## config.mk

```make
export PLATFORM = sky130hd
export DESIGN_NAME = io_controller_interrupt_timers_top
export DESIGN_NICKNAME = d
export VERILOG_FILES = /design/src/sv/iocit_pkg.sv /design/src/sv/io_controller_interrupt_timers_top.sv /design/src/sv/iocit_queue.sv /design/src/sv/iocit_back.sv
export SDC_FILE = /design/constraint.sdc
export NUM_CORES = 1
export LEC_CHECK = 0
export BUFFER_PORTS_ARGS = -buffer_cell sky130_fd_sc_hd__buf_4
export CAP_MARGIN = 20
export CORE_MARGIN = 3
export CORE_UTILIZATION = 60
export DETAILED_ROUTE_END_ITERATION = 7
export GPL_ROUTABILITY_DRIVEN = 0
export HOLD_SLACK_MARGIN = 0.05
export PLACE_DENSITY = 0.76
export SLEW_MARGIN = 20
export SYNTH_ARGS = -nofsm -noshare
export SYNTH_HDL_FRONTEND = slang
export SYNTH_HIERARCHICAL = 1
export SYNTH_SLANG_ARGS = --single-unit
```

## constraint.sdc

```tcl
create_clock -name clk -period 6.35 [get_ports clk]
set_input_delay 0.635 -clock clk [delete_from_list [all_inputs] [get_ports clk]]
set_output_delay 0.635 -clock clk [all_outputs]
set_load 0.02 [all_outputs]
```

## src/sv/iocit_pkg.sv

```systemverilog
package iocit_pkg;

  localparam int NumTimers = 5;

  typedef enum logic [2:0] {
    KIND_READ   = 3'd0,
    KIND_WRITE  = 3'd1,
    KIND_TICK   = 3'd2,
    KIND_SENSOR = 3'd3,
    KIND_BIT7   = 3'd4
  } kind_t;

  localparam logic [3:0] AddrPins    = 4'd1;
  localparam logic [3:0] AddrVector  = 4'd2;
  localparam logic [3:0] AddrStatus  = 4'd3;
  localparam logic [3:0] AddrCommand = 4'd4;
  localparam logic [3:0] AddrRate    = 4'd5;
  localparam logic [3:0] AddrPort    = 4'd7;
  localparam logic [3:0] AddrMask    = 4'd8;
  localparam logic [3:0] AddrTimer0  = 4'd9;
  localparam logic [3:0] AddrTimer4  = 4'd13;

  localparam logic [7:0] VectorBase  = 8'hc7;
  localparam logic [7:0] StatusConst = 8'h10;
  localparam logic [7:0] SensorBit   = 8'h04;
  localparam logic [7:0] Bit7Bit     = 8'h80;

  // queued item between the front and back parts
  typedef struct packed {
    logic [2:0] kind;
    logic [3:0] address;
    logic [7:0] value;
    logic [7:0] pio_pins;
  } item_t;

  function automatic logic [7:0] timer_bit(input logic [2:0] t);
    case (t)
      3'd0:    timer_bit = 8'h01;
      3'd1:    timer_bit = 8'h02;
      3'd2:    timer_bit = 8'h08;
      3'd3:    timer_bit = 8'h40;
      default: timer_bit = 8'h80;
    endcase
  endfunction

endpackage

```

## src/sv/io_controller_interrupt_timers_top.sv

```systemverilog
// channel   direction  beat fields
// in        input      kind, address, value, pio_pins
// out       output     read_data, int_event, int_request, int_vector, pio_write,
//                      pio_data, last
// a read, write or level event yields one beat; a tick walks the
// five timers one per cycle, emitting one beat per expiry
// a two-entry queue parts the front from the back; results sit in one
// output register, and a tick walk pauses while it is stalled
// rst is synchronous and returns the state registers and timers to zero; the output data fields are not reset
module io_controller_interrupt_timers_top (
  input  logic       clk,
  input  logic       rst,
  input  logic       in_valid,
  output logic       in_stall,
  input  logic [2:0] kind,
  input  logic [3:0] address,
  input  logic [7:0] value,
  input  logic [7:0] pio_pins,
  output logic       out_valid,
  input  logic       out_stall,
  output logic [7:0] read_data,
  output logic       int_event,
  output logic       int_request,
  output logic [7:0] int_vector,
  output logic       pio_write,
  output logic [7:0] pio_data,
  output logic       last
);
  iocit_pkg::item_t in_item, q_item;
  logic q_valid, q_take;

  assign in_item = '{kind: kind, address: address, value: value, pio_pins: pio_pins};

  iocit_queue u_queue (
    .clk(clk), .rst(rst),
    .in_valid(in_valid), .in_stall(in_stall), .in_item(in_item),
    .out_valid(q_valid), .out_take(q_take), .out_item(q_item)
  );

  iocit_back u_back (
    .clk(clk), .rst(rst),
    .in_valid(q_valid), .in_take(q_take), .in_item(q_item),
    .valid(out_valid), .stall(out_stall),
    .read_data(read_data), .int_event(int_event), .int_request(int_request),
    .int_vector(int_vector), .pio_write(pio_write), .pio_data(pio_data),
    .last(last)
  );
endmodule

```

## src/sv/iocit_queue.sv

```systemverilog
module iocit_queue (
  input  logic               clk,
  input  logic               rst,
  input  logic               in_valid,
  output logic               in_stall,
  input  iocit_pkg::item_t   in_item,
  output logic               out_valid,
  input  logic               out_take,
  output iocit_pkg::item_t   out_item
);
  // two-entry queue; drops unknown kinds at the front
  iocit_pkg::item_t mem [2];
  logic       wp, rp;
  logic [1:0] count;
  logic       push, pop, known;

  assign known     = in_item.kind <= iocit_pkg::KIND_BIT7;
  assign in_stall  = count == 2'd2;
  assign push      = in_valid && !in_stall && known;
  assign out_valid = count != 2'd0;
  assign pop       = out_valid && out_take;
  assign out_item  = mem[rp];

  always_ff @(posedge clk) begin
    if (push) mem[wp] <= in_item;
    if (rst) begin
      wp <= 1'b0;
      rp <= 1'b0;
      count <= 2'd0;
    end else begin
      if (push) wp <= ~wp;
      if (pop) rp <= ~rp;
      count <= count + {1'b0, push} - {1'b0, pop};
    end
  end
endmodule

```

## src/sv/iocit_back.sv

```systemverilog
module iocit_back (
  input  logic             clk,
  input  logic             rst,
  input  logic             in_valid,
  output logic             in_take,
  input  iocit_pkg::item_t in_item,
  output logic             valid,
  input  logic             stall,
  output logic [7:0]       read_data,
  output logic             int_event,
  output logic             int_request,
  output logic [7:0]       int_vector,
  output logic             pio_write,
  output logic [7:0]       pio_data,
  output logic             last
);
  localparam int N = iocit_pkg::NumTimers;

  logic [7:0] pending_bits, mask_bits, vector_latch, rate_register, output_port;
  logic [2:0] command_flags;
  logic       bit7_level, sensor_level;
  logic [7:0] reload_value [N];
  logic [7:0] remaining_count [N];
  logic [N-1:0] timer_running;

  // tick walk: timer index under work, one timer per cycle while the output is free
  logic       ticking;
  logic [2:0] tidx;

  logic out_free, step;
  assign out_free = !valid || !stall;

  logic [2:0] cur_t;
  assign cur_t = ticking ? tidx : 3'd0;

  logic tick_mode;
  assign tick_mode = ticking || in_item.kind == iocit_pkg::KIND_TICK;

  logic [7:0] rd;
  always_comb begin
    case (in_item.address)
      iocit_pkg::AddrPins:    rd = in_item.pio_pins;
      iocit_pkg::AddrVector:  rd = vector_latch;
      iocit_pkg::AddrStatus:  rd = iocit_pkg::StatusConst;
      iocit_pkg::AddrCommand: rd = {4'd0, command_flags, 1'b0};
      iocit_pkg::AddrRate:    rd = rate_register;
      iocit_pkg::AddrMask:    rd = mask_bits;
      default:                rd = 8'd0;
    endcase
  end

  logic is_timer_wr;
  logic [2:0] wt;
  assign is_timer_wr = in_item.address >= iocit_pkg::AddrTimer0 &&
                       in_item.address <= iocit_pkg::AddrTimer4;
  assign wt = 3'(in_item.address - iocit_pkg::AddrTimer0);

  logic [2:0] fire_t;
  assign fire_t = tick_mode ? cur_t : wt;

  logic t_run, t_exp, t_last;
  assign t_run  = timer_running[cur_t];
  assign t_exp  = t_run && remaining_count[cur_t] <= 8'd1;
  logic [N-1:0] later;
  always_comb begin
    for (int i = 0; i < N; i++)
      later[i] = (3'(i) > cur_t) && timer_running[i] && remaining_count[i] <= 8'd1;
  end
  assign t_last = later == '0;

  // fielding on a given pending byte
  logic [7:0] pend_in, live, pend_out, vec;
  logic       req;
  logic [2:0] lvl;
  always_comb begin
    live = pend_in & mask_bits;
    lvl = 3'd0;
    for (int i = 7; i >= 0; i--)
      if (live[i]) lvl = 3'(i);
    req = live != 8'd0;
    vec = iocit_pkg::VectorBase + {2'd0, lvl, 3'd0};
    pend_out = req ? (pend_in & ~(8'd1 << lvl)) : pend_in;
  end

  logic fire_src;
  logic [7:0] fire_mask;
  always_comb begin
    fire_mask = iocit_pkg::timer_bit(fire_t);
    fire_src = !(fire_t == 3'd4 && command_flags[1]);
    pend_in = pending_bits;
    if (tick_mode || (in_item.kind == iocit_pkg::KIND_WRITE && is_timer_wr))
      pend_in = fire_src ? (pending_bits | fire_mask) : pending_bits;
    else if (in_item.kind == iocit_pkg::KIND_SENSOR)
      pend_in = (!sensor_level && in_item.value != 8'd0) ?
                (pending_bits | iocit_pkg::SensorBit) : pending_bits;
    else if (in_item.kind == iocit_pkg::KIND_BIT7)
      pend_in = (!bit7_level && in_item.value != 8'd0 && command_flags[1]) ?
                (pending_bits | iocit_pkg::Bit7Bit) : pending_bits;
  end

  assign step = in_valid && out_free;
  assign in_take = step && (!ticking ? in_item.kind != iocit_pkg::KIND_TICK
                                     : tidx == 3'(N - 1));

  always_ff @(posedge clk) begin
    if (rst) begin
      valid <= 1'b0;
      ticking <= 1'b0;
      tidx <= 3'd0;
      pending_bits <= '0; mask_bits <= '0; vector_latch <= '0;
      rate_register <= '0; output_port <= '0; command_flags <= '0;
      bit7_level <= 1'b0; sensor_level <= 1'b0;
      timer_running <= '0;
      for (int i = 0; i < N; i++) begin
        reload_value[i] <= '0;
        remaining_count[i] <= '0;
      end
    end else begin
      if (out_free) valid <= 1'b0;
      if (step) begin
        read_data <= 8'd0; int_event <= 1'b0; int_request <= 1'b0;
        int_vector <= 8'd0; pio_write <= 1'b0; last <= 1'b1;
        pio_data <= output_port;
        if (tick_mode) begin
          if (t_run) begin
            if (t_exp) begin
              remaining_count[cur_t] <= reload_value[cur_t];
              if (reload_value[cur_t] == 8'd0) timer_running[cur_t] <= 1'b0;
              pending_bits <= pend_out;
              if (req) vector_latch <= vec;
              valid <= 1'b1;
              int_event <= 1'b1; int_request <= req;
              int_vector <= req ? vec : 8'd0;
              last <= t_last;
            end else begin
              remaining_count[cur_t] <= remaining_count[cur_t] - 8'd1;
            end
          end
          ticking <= cur_t != 3'(N - 1);
          tidx <= cur_t + 3'd1;
        end else begin
          valid <= 1'b1;
          unique case (in_item.kind)
            iocit_pkg::KIND_READ: read_data <= rd;
            iocit_pkg::KIND_WRITE: begin
              if (is_timer_wr) begin
                reload_value[wt] <= in_item.value;
                if (in_item.value != 8'd0) begin
                  remaining_count[wt] <= in_item.value;
                  timer_running[wt] <= 1'b1;
                end else begin
                  timer_running[wt] <= 1'b0;
                  remaining_count[wt] <= 8'd0;
                  pending_bits <= pend_out;
                  if (req) vector_latch <= vec;
                  int_event <= 1'b1; int_request <= req;
                  int_vector <= req ? vec : 8'd0;
                end
              end else begin
                case (in_item.address)
                  iocit_pkg::AddrCommand: begin
                    if (in_item.value[0]) begin
                      pending_bits <= '0; rate_register <= '0; output_port <= '0;
                      bit7_level <= 1'b0; timer_running <= '0;
                      for (int i = 0; i < N; i++) begin
                        reload_value[i] <= '0;
                        remaining_count[i] <= '0;
                      end
                      pio_data <= 8'd0;
                    end
                    command_flags <= in_item.value[3:1];
                  end
                  iocit_pkg::AddrRate: rate_register <= in_item.value;
                  iocit_pkg::AddrPort: begin
                    output_port <= in_item.value;
                    pio_data <= in_item.value;
                    pio_write <= 1'b1;
                  end
                  iocit_pkg::AddrMask: mask_bits <= in_item.value;
                  default: ;
                endcase
              end
            end
            iocit_pkg::KIND_SENSOR, iocit_pkg::KIND_BIT7: begin
              if (in_item.kind == iocit_pkg::KIND_SENSOR)
                sensor_level <= in_item.value != 8'd0;
              else
                bit7_level <= in_item.value != 8'd0;
              pending_bits <= pend_out;
              if (req) vector_latch <= vec;
              int_event <= 1'b1; int_request <= req;
              int_vector <= req ? vec : 8'd0;
            end
            default: valid <= 1'b0;
          endcase
        end
      end
    end
  end
endmodule

```

==> impl_results.md <==
* Status: finished, final reports clean
* Top post-synthesis cells by area: edfxtp_1 48%, dfxtp_1 9.2%, nor2_1 3.5%
* Mapped Area at around 0.012 mm^2
* Met3 Use GR at 0.0466
* Final Slew Violations at 0
* Synth top area share at 0.484
* CP delay by family, top: compound AO/OA/AOI/OAI gates
* PwrDens at 346 mW/mm^2
* Top Ports at 57
* Number of synthesized register bits at 253
* Worst-skew pair later-pin latency at around 0.54 ns
* Vias in the first global route at 8636
* Tot GR Track Use at 0.289
* DRT antenna net count at 0
* HPWL after DPL at 21600 um
* GRT busiest layer: met2
* Max Freq at 0.205 GHz
* Hold Crit Class: input pin to register
* Setup crit end kind: register
* Worst reg-to-reg path cell count at 12
* Syn Nets at 1118
* Antenna violations before repair at 0
* Critical Path RT at 6.59 ns
* # fillers at 1396
* WP buf/inv at 2
* Avg Inst Size Synth at approximately 11 um^2
* DRC at 0
* Core Area at 0.0197 mm^2
* Critical path depth at 12
* Max-Cap Viols at 0
* Met2 usage at 0.448
* Port Buffers at 56
* Slew HR at 0.315
* Sequential fraction of the synthesis area at 0.576
* Die Y at 149 um
* Drt total wl at approximately 32000 um
* DR vias at 9199
* Cell taking the most area after synthesis: edfxtp_1
* Final hold vios at 0
* Nets at between 1000 and 1500
* Chip Width at 149 um
* Post-synth EDFFs at 197
* Largest net degree at the start of global routing at 56
* Minimum clock period after layout at a little under 5 ns
* Initial drt markers at 1163
* GR Util met1 at 0.416
* # rows at 51
* Clk pin slew, worst setup/hold paths at 0.06 ns
* Critical-path cell list: and2_1 > clkinv_1 > a211oi_1 > o31a_1 > ha_1 > nor2_1 > and3b_1 > nand4_2 > o21ai_2 > nor2_1 > a221oi_1 > inv_1
* Clock sinks at 253
* Yosys warning count at 6
* Crit-path slowest cell: dfxtp_2
* Synth cell types at 90
* RSZ-0062 raised after global routing: no
* Sequential Power Share at 0.425
* H-tree depth at 1
* Top_reg_cell synth: edfxtp_1
* Root Driver: clkbuf_16
* CP max FO at 31
* Resize count post-CTS at 0
* Leakage power at 4.82 nW
* # setup viols final at 0
* First-pass GRT wire length at roughly 49000 um
* DIE AREA at 0.0221 mm^2
* Initial Util at 0.619
* Final period util at 0.770
* WHS Path Cells at 1
* Layout cells sized above 1 at 0.145
* # diodes at 0
* Setup Buffers After CTS at 0
* Power Internal at 3.24 mW
* Seq. cell area at 0.00704 mm^2
* DR WL/cell at 22.8 um
* Most used cell, CP: nor2_1
* Worst Clk Skew at 0.0303 ns
* CTS tree: yes
* DP Worst Slack at 1.54 ns
* Hold buffers post-CTS at 0
* Final Worst Setup Slack at about 1.5 ns
* Clk buf depth at 3
* Worst IR Drop VDD at between 0.2 and 0.3 mV
* Setup tns final at 0 ns
* GRT overflow at 0
* Max incr delay on CP at 0.77 ns
* Setup CP Type: register to register
* CTS Buf Count at 26
* Drt pass-1 iters at 6
* Net Sw Power at 1.51 mW
* Clock power share at 0.320
* Area of the multi-input gates at 0.00478 mm^2
* FFs w/ async S/R, synth at 0
* Worst Path Arrival at 5.13 ns
* Synthesized instance count at around 1100
* Syn-to-layout area delta at 12.3%
* Critical Path Start Type: register
* Drt via density at between 6 and 7
* Worst-Margin Slew at 1.03 ns
* Combinational share of power at 0.255
* Switch share at 0.319
-- worst reg2reg max path: cells and delay by family (launching register included) --
| family | cells | cell delay (ns) |
|---|---|---|
| AOI/OAI and AO/OA | 4 | 1.87 |
| and+or+nand+nor | 5 | 1.06 |
| DFF | 1 | 0.77 |
| buffers and inverters | 2 | 0.68 |
| adders and majority gates | 1 | 0.22 |
-- final cells by class --
type	instances	share of cell area
repair buffers	78	0.0427
clock inverters	7	0.00483
inverters	31	0.00848
multi-input cells	728	0.348
flip-flops and latches	253	0.513
well taps	265	0.0242
clock buffers	41	0.0584
-- through the flow --
step                      hold WS, ns  power [mW]  instances  instance area [um^2]  utilization
after floorplan                 0.425        2.84       1080                 12200            -
after global placement          0.440        3.20       1355                 12800        0.650
after detailed placement        0.446        3.23       1355                 12800        0.651
after CTS                       0.278        4.74       1403                 13700        0.695
after global routing            0.282        4.93       1403                 13700        0.696
final                           0.295        4.75       1403                 13700        0.696
-- routing by layer --
| metal | share of wire | vias to the layer above |
|---|---|---|
| met5 | 0 | - |
| met4 | 0.040 | 0 |
| met3 | 0.10 | 100 |
| met2 | 0.46 | 564 |
| met1 | 0.40 | 4418 |
| li1 | - | 4117 |
-- logic make-up after synthesis --
group,synth area share
AND/OR/NAND/NOR,0.178
flip-flops,0.576
AO/OA/AOI/OAI,0.132
buffers and inverters,0.0356
multiplexers,0.0585
adder cells (fa/ha/maj),0.0121
XOR/XNOR,0.00717
-- power by group through the flow --
| stage | sequential (mW) | clock, mW | combinational (mW) |
|---|---|---|---|
| global route | 2.03 | 1.61 | 1.30 |
| global placement | 2.05 | 0 | 1.16 |
| CTS | 2.02 | 1.54 | 1.18 |
| detailed placement | 2.05 | 0 | 1.17 |
| floorplan | 2.07 | 0 | 0.766 |
| finish | 2.02 | 1.52 | 1.21 |
-- sequential cells by signal, summed over array words and instances (netlist names), 2 cells and up, named ones only --
name / cells
u_back/command_flags: 3
u_back/int_vector: 3
u_back/mask_bits: 8
u_back/output_port: 8
u_back/pending_bits: 8
u_back/pio_data: 8
u_back/rate_register: 8
u_back/read_data: 8
u_back/reload_value: 64
u_back/remaining_count: 64
u_back/tidx: 3
u_back/timer_running: 5
u_back/vector_latch: 4
u_queue/count: 2
u_queue/mem: 46
-- path summary, 6_finish.rpt --
path | from | end | slack [ns]
min reg2reg | u_back/pending_bits[5] | u_back/pending_bits[5] | 0.46
max reg2reg | u_back/tidx[0] | u_back/remaining_count[7][3] | 1.46
min | address[2] | u_queue/mem[1][18] | 0.30
max | u_back/tidx[0] | u_back/remaining_count[7][3] | 1.46
-- synth_stat cells (8+ instances only) --
cell type / number
edfxtp_1: 197
a21oi_1: 59
ha_1: 11
a211oi_1: 14
nor3_1: 26
and3_1: 18
mux2_1: 21
nor2b_1: 14
and2_1: 36
mux2i_1: 29
nand4_1: 9
nand2_1: 88
buf_2: 19
nand3b_1: 16
nand3_1: 42
a22oi_1: 11
nor4_1: 12
nand2b_1: 15
a31oi_1: 11
nor2_1: 113
o22ai_1: 10
clkbuf_1: 38
buf_4: 8
o21ai_0: 20
dfxtp_1: 56
inv_1: 29
a22o_1: 9
-- layout by cell type, fill, tap and decap left out, types with 9 or more instances in the layout --
cell and n:
nand4_1 9, dfxtp_1 55, nand2_1 88, edfxtp_1 197, nor2_1 111, nor3_1 23, a31oi_1 11, o22ai_1 10
a22oi_1 11, a22o_1 9, nor4_1 12, a211oi_1 14, nand3b_1 16, nand3_1 42, and2_1 36, o21ai_0 18
and3_1 18, mux2i_1 29, mux2_1 21, a21oi_1 59, buf_4 78, clkbuf_1 9, inv_1 29, nand2b_1 15
ha_1 11, nor2b_1 14, clkbuf_16 29
(Power assumes the default switching activity.)
